===== src/vln_pkg.sv =====
// Shared types and constants for the vector length and normalize block.
// No dependencies.
`default_nettype none
package vln_pkg;
    localparam int DATA_W      = 32;
    localparam int SQRT_STEPS  = 32;
    localparam int DIV_STEPS   = 31;
    localparam int QUEUE_DEPTH = 2;

    // Word passed from the front end through the queue to the back end.
    typedef struct packed {
        logic [63:0] sum;
        logic [31:0] mag_x;
        logic [31:0] mag_y;
        logic [31:0] mag_z;
        logic [2:0]  neg;
        logic        zero;
    } t_item;

    typedef struct packed {
        logic [63:0] rad;
        logic [33:0] rem;
        logic [31:0] root;
        logic [31:0] mag_x;
        logic [31:0] mag_y;
        logic [31:0] mag_z;
        logic [2:0]  neg;
        logic        zero;
    } t_sq;

    typedef struct packed {
        logic [31:0] len;
        logic [31:0] rem_x;
        logic [31:0] rem_y;
        logic [31:0] rem_z;
        logic [30:0] q_x;
        logic [30:0] q_y;
        logic [30:0] q_z;
        logic [2:0]  neg;
        logic        zero;
    } t_dv;
endpackage
`default_nettype wire


===== src/vln_queue.sv =====
// Short queue between front and back ends.
// Depends on vln_pkg.
`default_nettype none
module vln_queue #(
    parameter int DEPTH = vln_pkg::QUEUE_DEPTH
) (
    input  wire logic               i_clk,
    input  wire logic               i_rst_n,
    input  wire logic               i_push,
    input  vln_pkg::t_item          i_item,
    input  wire logic               i_pop,
    output logic                    o_full,
    output logic                    o_empty,
    output vln_pkg::t_item          o_item
);
    localparam int PW = (DEPTH > 1) ? $clog2(DEPTH) : 1;
    localparam int CW = $clog2(DEPTH + 1);

    vln_pkg::t_item r_mem [DEPTH];
    logic [PW-1:0]  r_wr_ptr, r_rd_ptr;
    logic [CW-1:0]  r_count;
    logic           do_push, do_pop;

    assign o_full  = (r_count == CW'(DEPTH));
    assign o_empty = (r_count == '0);
    assign do_push = i_push && !o_full;
    assign do_pop  = i_pop && !o_empty;
    assign o_item  = r_mem[r_rd_ptr];

    always_ff @(posedge i_clk) begin
        if (!i_rst_n) begin
            r_wr_ptr <= '0;
            r_rd_ptr <= '0;
            r_count  <= '0;
        end else begin
            if (do_push) begin
                r_wr_ptr <= (r_wr_ptr == PW'(DEPTH - 1)) ? '0 : r_wr_ptr + PW'(1);
            end
            if (do_pop) begin
                r_rd_ptr <= (r_rd_ptr == PW'(DEPTH - 1)) ? '0 : r_rd_ptr + PW'(1);
            end
            if (do_push && !do_pop) begin
                r_count <= r_count + CW'(1);
            end else if (do_pop && !do_push) begin
                r_count <= r_count - CW'(1);
            end
        end
    end

    always_ff @(posedge i_clk) begin
        if (do_push) begin
            r_mem[r_wr_ptr] <= i_item;
        end
    end
endmodule
`default_nettype wire


===== config.mk =====
export PLATFORM = sky130hd
export DESIGN_NAME = vln_queue
export DESIGN_NICKNAME = d
export VERILOG_FILES = /design/src/vln_pkg.sv /design/src/vln_queue.sv
export SDC_FILE = /design/constraint.sdc
export NUM_CORES = 1
export LEC_CHECK = 0
export BUFFER_PORTS_ARGS = -buffer_cell sky130_fd_sc_hd__buf_4
export CAP_MARGIN = 20
export CELL_PAD_IN_SITES_DETAIL_PLACEMENT = 0
export CELL_PAD_IN_SITES_GLOBAL_PLACEMENT = 1
export CORE_ASPECT_RATIO = 1.25
export CORE_MARGIN = 4
export CORE_UTILIZATION = 37
export CTS_CLUSTER_SIZE = 25
export DETAILED_ROUTE_END_ITERATION = 16
export GPL_ROUTABILITY_DRIVEN = 0
export PLACE_DENSITY = 0.81
export SYNTH_ARGS = -nofsm -noshare
export SYNTH_HDL_FRONTEND = slang
export SYNTH_SLANG_ARGS = --single-unit

===== constraint.sdc =====
create_clock -name i_clk -period 22.7 [get_ports i_clk]
set_clock_uncertainty 0.05 [all_clocks]
set_input_delay 1.135 -clock i_clk [delete_from_list [all_inputs] [get_ports i_clk]]
set_output_delay 1.135 -clock i_clk [all_outputs]
set_load 0.1 [all_outputs]

==> results_dict.tcl, run 1 <==
set metrics [dict create \
    status "completed" \
    fp-row-count 73 \
    synth_warnings 0 \
    synthTopCellsByCount "edfxtp_1 (328), mux2_1 (100), mux2_2 (64), buf_4 (16), dfxtp_1 (5)" \
    tightest_slew_ps 1110 \
    setup-tns-final_ps 0 \
    synth_seq_area_share_pct 82.5 \
    die_y_um 210 \
    synth-edff-count 328 \
    r2r_cells 5 \
    drtAntennaViolNets 0 \
    hold_viol_final 0 \
    antenna_found_initial 1 \
    syn_avg_cell_area_sq_um 22.5 \
    grt_pass1_vias 6624 \
    drcViolationCount 0 \
    cp_common_cell "buf_4" \
    ys_ff_latch 333 \
    synth_cell_type_count 22 \
    area_growth_pct 32.6 \
    path_max_fanout 76 \
    drt_wl_total_um 25100 \
    h-tree-depth 1 \
    dr.pass1.iters 4 \
    num_io_pins 334 \
    max-slew-margin-rel_pct 26.3 \
    initial_core_util_pct 37.7 \
    synth_area_leader_cell "edfxtp_1" \
    rsz0062_at_grt "false" \
    fin_crit_ps 3800 \
    slowest_stage "buf_4" \
    syn-num-nets 704 \
    cts_buffers 31 \
    worstPathRequired_ps 21520 \
    stdcell_count 1328 \
    dp_cells 1269 \
    dp_hpwl_um 17000 \
    maxCapViolCount 0 \
    synth_area_sq_mm 0.0121 \
    dpl-instance-area_sq_mm 0.0150 \
    setup_violations 0 \
    path_cells "buf_4 > mux2_1 > buf_4" \
    final_area_sq_mm 0.0160 \
    via_per_inst 4.62 \
    slowest_delay_ps 780 \
    post_cts_buffers 0 \
    grt_use_total_pct 13.4 \
    maxSlewViolCount 0 \
    drt-wirelength-per-cell_um 18.9 \
    end_kind "output pin" \
    ctsResizeCount 0 \
    criticalPathCategory "reg -> out" \
    drt_iter0_drc 334 \
    arrival_ps 2610 \
    reg2reg_slack_ps 20100 \
    port_buffers 333 \
    rr_startpoint "r_count[0]" \
    holdWs_ps 479 \
    clkTransAtPathRegs_ps 60 \
    synth-async-reset-ratio_pct 0 \
    cts.sinks 333 \
    cts_buffer_depth 3 \
    clock_latency_ps 550 \
    cts_tree "done" \
    vias 6136 \
    finalNetCount 1059 \
    ys.flop_type "edfxtp_1" \
    synthTopCellsByArea "edfxtp_1 (82%), mux2_1 (9.3%), mux2_2 (6.0%)" \
    core_sq_mm 0.0320 \
    fp.dieArea_sq_mm 0.0356 \
    r2r_end "r_mem[0][155]" \
    grt_pass1_wl_um 37000 \
    gr-total-overflow 0 \
    drive_above_1_share_pct 49.3 \
    root_buffer "clkbuf_16" \
    yosysMostFrequentCell "edfxtp_1" \
    hold_class "reg -> reg" \
    grt_max_degree 79 \
    fmax_mhz 263 \
    die_x_um 169 \
    startpoint_type "flip-flop" \
    hold_buffers 0 \
    min-delay-start "r_count[1]" \
    cp-endpoint "o_item[160]" \
    fin_crit_sh_pct 16.7 \
    syn_inst 535 \
    yosysTopAreaCellShare_pct 81.7 \
]
cells in the final DEF, fill, tap and decap left out, types with 2 or more instances in the layout:
cell type	instances
clkinv_2	7
edfxtp_1	328
mux2_1	100
clkinvlp_4	2
dfxtp_1	4
mux2_2	64
and2_1	3
buf_4	339
clkbuf_16	31
clkbuf_1	9
bufinv_16	2
clkinv_1	6
nor2_1	2
xnor2_1	2
logic make-up (layout without fill, tap and decap cells):
group / count (synthesis) / after routing / share of synthesized area [%]
AOI/OAI and AO/OA: 5 / 5 / 0.270
xor gates and xnor gates: 3 / 3 / 0.218
adders and majority gates: 1 / 1 / 0.104
buffers and inverters: 20 / 400 / 1.14
DFF: 333 / 333 / 82.5
muxes: 164 / 164 / 15.3
other: 0 / 1 / 0
and+or+nand+nor: 9 / 9 / 0.457
routing by layer:
layer	routed length [um]	share of wire (%)	GRT usage, %
met1	8950	36	14.4
met2	13400	53	24.7
met3	2100	8.3	4.09
met4	649	2.6	4.53
met5	0	0	0
worst max-delay path: cells and delay by family (launching register included):
kind	cells	cell delay (ps)
multiplexers	1	450
flip-flops	1	440
buffers and inverters	2	1040
stage by stage:
stage | util [%] | setup WS (ps)
floorplan | - | 14480
global placement | 46.9 | 18980
detailed placement | 47.0 | 19410
CTS | 50.0 | 18860
global route | 50.0 | 18770
finish | 50.0 | 18900
state kept, by name, indices dropped and copies added (netlist names), named ones only:
name	flops
r_mem	328
r_count	2
r_rd_ptr	1
r_wr_ptr	1
worst min path at each step:
stage | slack, ps | depth (start not counted) | to
2_1_floorplan | 430 | 2 | r_count[1]
3_3_place_gp | 450 | 2 | r_count[1]
3_5_place_dp | 470 | 2 | r_count[1]
4_1_cts | 480 | 2 | r_count[1]
5_1_grt | 550 | 2 | r_count[1]
6_report | 480 | 2 | r_count[1]
final cells by class:
cell class / instances / area [sq um]
tap: 412 / 515
inverter: 2 / 7.51
timing repair buffer: 340 / 2570
sequential: 333 / 9950
multi-input combinational: 182 / 1980
clock buffer: 40 / 810
antenna: 1 / 2.50
fill: 2664 / 16000
clock inverter: 18 / 141
Power of run 1 is not shown: default switching activity piles up to over one toggle a cycle in this logic, so the estimate is an artifact.
==> inputs of run 2 (changes only) <==
Settings changed: PLACE_DENSITY 0.81 to 0.83.
Clock period 22.7 ns to 3.45 ns, I/O delays scaled along.
==> results_dict.tcl, run 2 (synthesis gave the netlist of run 1 again) <==
set metrics [dict create \
    cts_buffers 34 \
    dp_hpwl_um 18500 \
    fin_crit_ps 2630 \
    criticalPathCategory "reg -> out" \
    fmax_mhz 380 \
    area_growth_pct 49.1 \
    die_x_um 169 \
    path_cells "buf_4 > mux2_1 > buf_4" \
    top_usage_layer "met2" \
    grt_pass1_wl_um 43100 \
    vias 6966 \
    maxCapViolCount 0 \
    status "completed" \
    cts_buffer_depth 3 \
    post-place-ws_ps 1310 \
    root_buffer "clkbuf_16" \
    maxSlewViolCount 0 \
    largest-register "r_mem" \
    gr-total-overflow 0 \
    ctsResizeCount 0 \
    drive_above_1_share_pct 42.8 \
    powerDensity_mw_per_mm2 927 \
    clock_latency_ps 510 \
    hold_buffers 166 \
    fp.dieArea_sq_mm 0.0356 \
    cts_tree "done" \
    cp_common_cell "buf_4" \
    hold_viol_final 0 \
    largest_reg_flops 328 \
    die_y_um 210 \
    via_per_inst 4.63 \
    antenna_found_initial 3 \
    dp_cells 1278 \
    drt-wirelength-per-cell_um 19.2 \
    drtAntennaViolNets 0 \
    use_met1_pct 16.6 \
    setup_violations 0 \
    initial_core_util_pct 37.7 \
    tightest_slew_ps 788 \
    leakage_nw 6.76 \
    reg2reg_slack_ps 1490 \
    dr.pass1.iters 4 \
    top_regs "r_mem: 328 flops, r_count: 2 flops" \
    final_core_util_pct 56.3 \
    end_kind "output pin" \
    drt_iter0_drc 268 \
    post_cts_buffers 0 \
    min-delay-start "i_pop" \
    fp-row-count 73 \
    drt_wl_total_um 28900 \
    core_sq_mm 0.0320 \
    cts.sinks 333 \
    most-common-layout-cells "buf_4 (344), edfxtp_1 (328), dlygate4sd3_1 (166)" \
    grt.met3_usage_pct 4.31 \
    holdPathStages 4 \
    startpoint_type "flip-flop" \
    num_io_pins 334 \
    grt_max_degree 93 \
    r2r_cells 3 \
    stdcell_count 1506 \
    slowest_delay_ps 850 \
    path_max_fanout 48 \
    r2r_end "r_mem[1][4]" \
    hold_class "in -> reg" \
    clkTransAtPathRegs_ps 60 \
    h-tree-depth 2 \
    max-slew-margin-rel_pct 47.5 \
    port_buffers 333 \
    met2_usage_pct 29.0 \
    drcViolationCount 0 \
    total_power_mw 16.7 \
    worst_slack_ps 818 \
    grt_use_total_pct 15.6 \
    finalNetCount 1237 \
    worstPathRequired_ps 3230 \
    slowest_stage "dfxtp_4" \
    final_common_cell "buf_4" \
    setup-tns-final_ps 0 \
    rr_startpoint "r_count[0]" \
    ir_worst_vdd_uv 776 \
    arrival_ps 2410 \
    grt_pass1_vias 7764 \
    rsz0062_at_grt "false" \
    diodes 0 \
    fin_crit_sh_pct 76.3 \
]
## run 2: cell count changes in the layout (fill, tap and decap cells not counted), sizes merged
cell and delta:
buf +9, bufinv +3, clkbuf +2, diode -1
dlygate4sd3 +166, inv -1
## run 2: metal layers
metal	routed length (um)	share of wire, %
met5	29	0.10
met2	15600	54
met3	1960	6.8
met1	10300	35
met4	1050	3.6
## run 2: area by class of cell
class                      instances  area [sq um]
fill                            2422         14000
timing repair buffer             515          4340
inverter                           2          15.0
tap                              412           515
clock buffer                      42           945
clock inverter                    20           220
sequential                       333          9950
multi-input combinational        182          1990
## run 2: power by group
| part | switching [mW] | total (mW) | leakage, nW | internal [mW] |
|---|---|---|---|---|
| Combinational | 5.90 | 7.60 | 3.09 | 1.70 |
| Clock | 1.46 | 3.78 | 0.565 | 2.32 |
| Sequential | 0.213 | 5.30 | 3.11 | 5.08 |
| Total | 7.57 | 16.7 | 6.76 | 9.10 |
## run 2: worst max-delay path by stage
stage          slack (ps)  cells past startpoint       start     endpoint
6_report              820                      3   flip-flop  o_item[155]
5_1_grt               700                      3   flip-flop  o_item[155]
4_1_cts               750                      3   flip-flop    o_item[0]
3_5_place_dp         1310                      3   flip-flop  o_item[137]
3_3_place_gp         1330                      3   flip-flop  o_item[105]
2_1_floorplan       -1590                      3  r_count[0]  r_mem[0][0]
## run 2: critical path: cells and delay by family (launching register included)
kind	cells	cell delay, ps
flip-flops	1	850
buffers and inverters	2	640
multiplexers	1	370
## run 2: metrics by stage
step	area (sq um)	hold WS [ps]
6_report	18000	80.7
5_1_grt	18000	91.1
4_1_cts	18000	49.0
3_5_place_dp	15200	310
3_3_place_gp	15200	307
2_1_floorplan	12100	221
(Power assumes the default switching activity.)
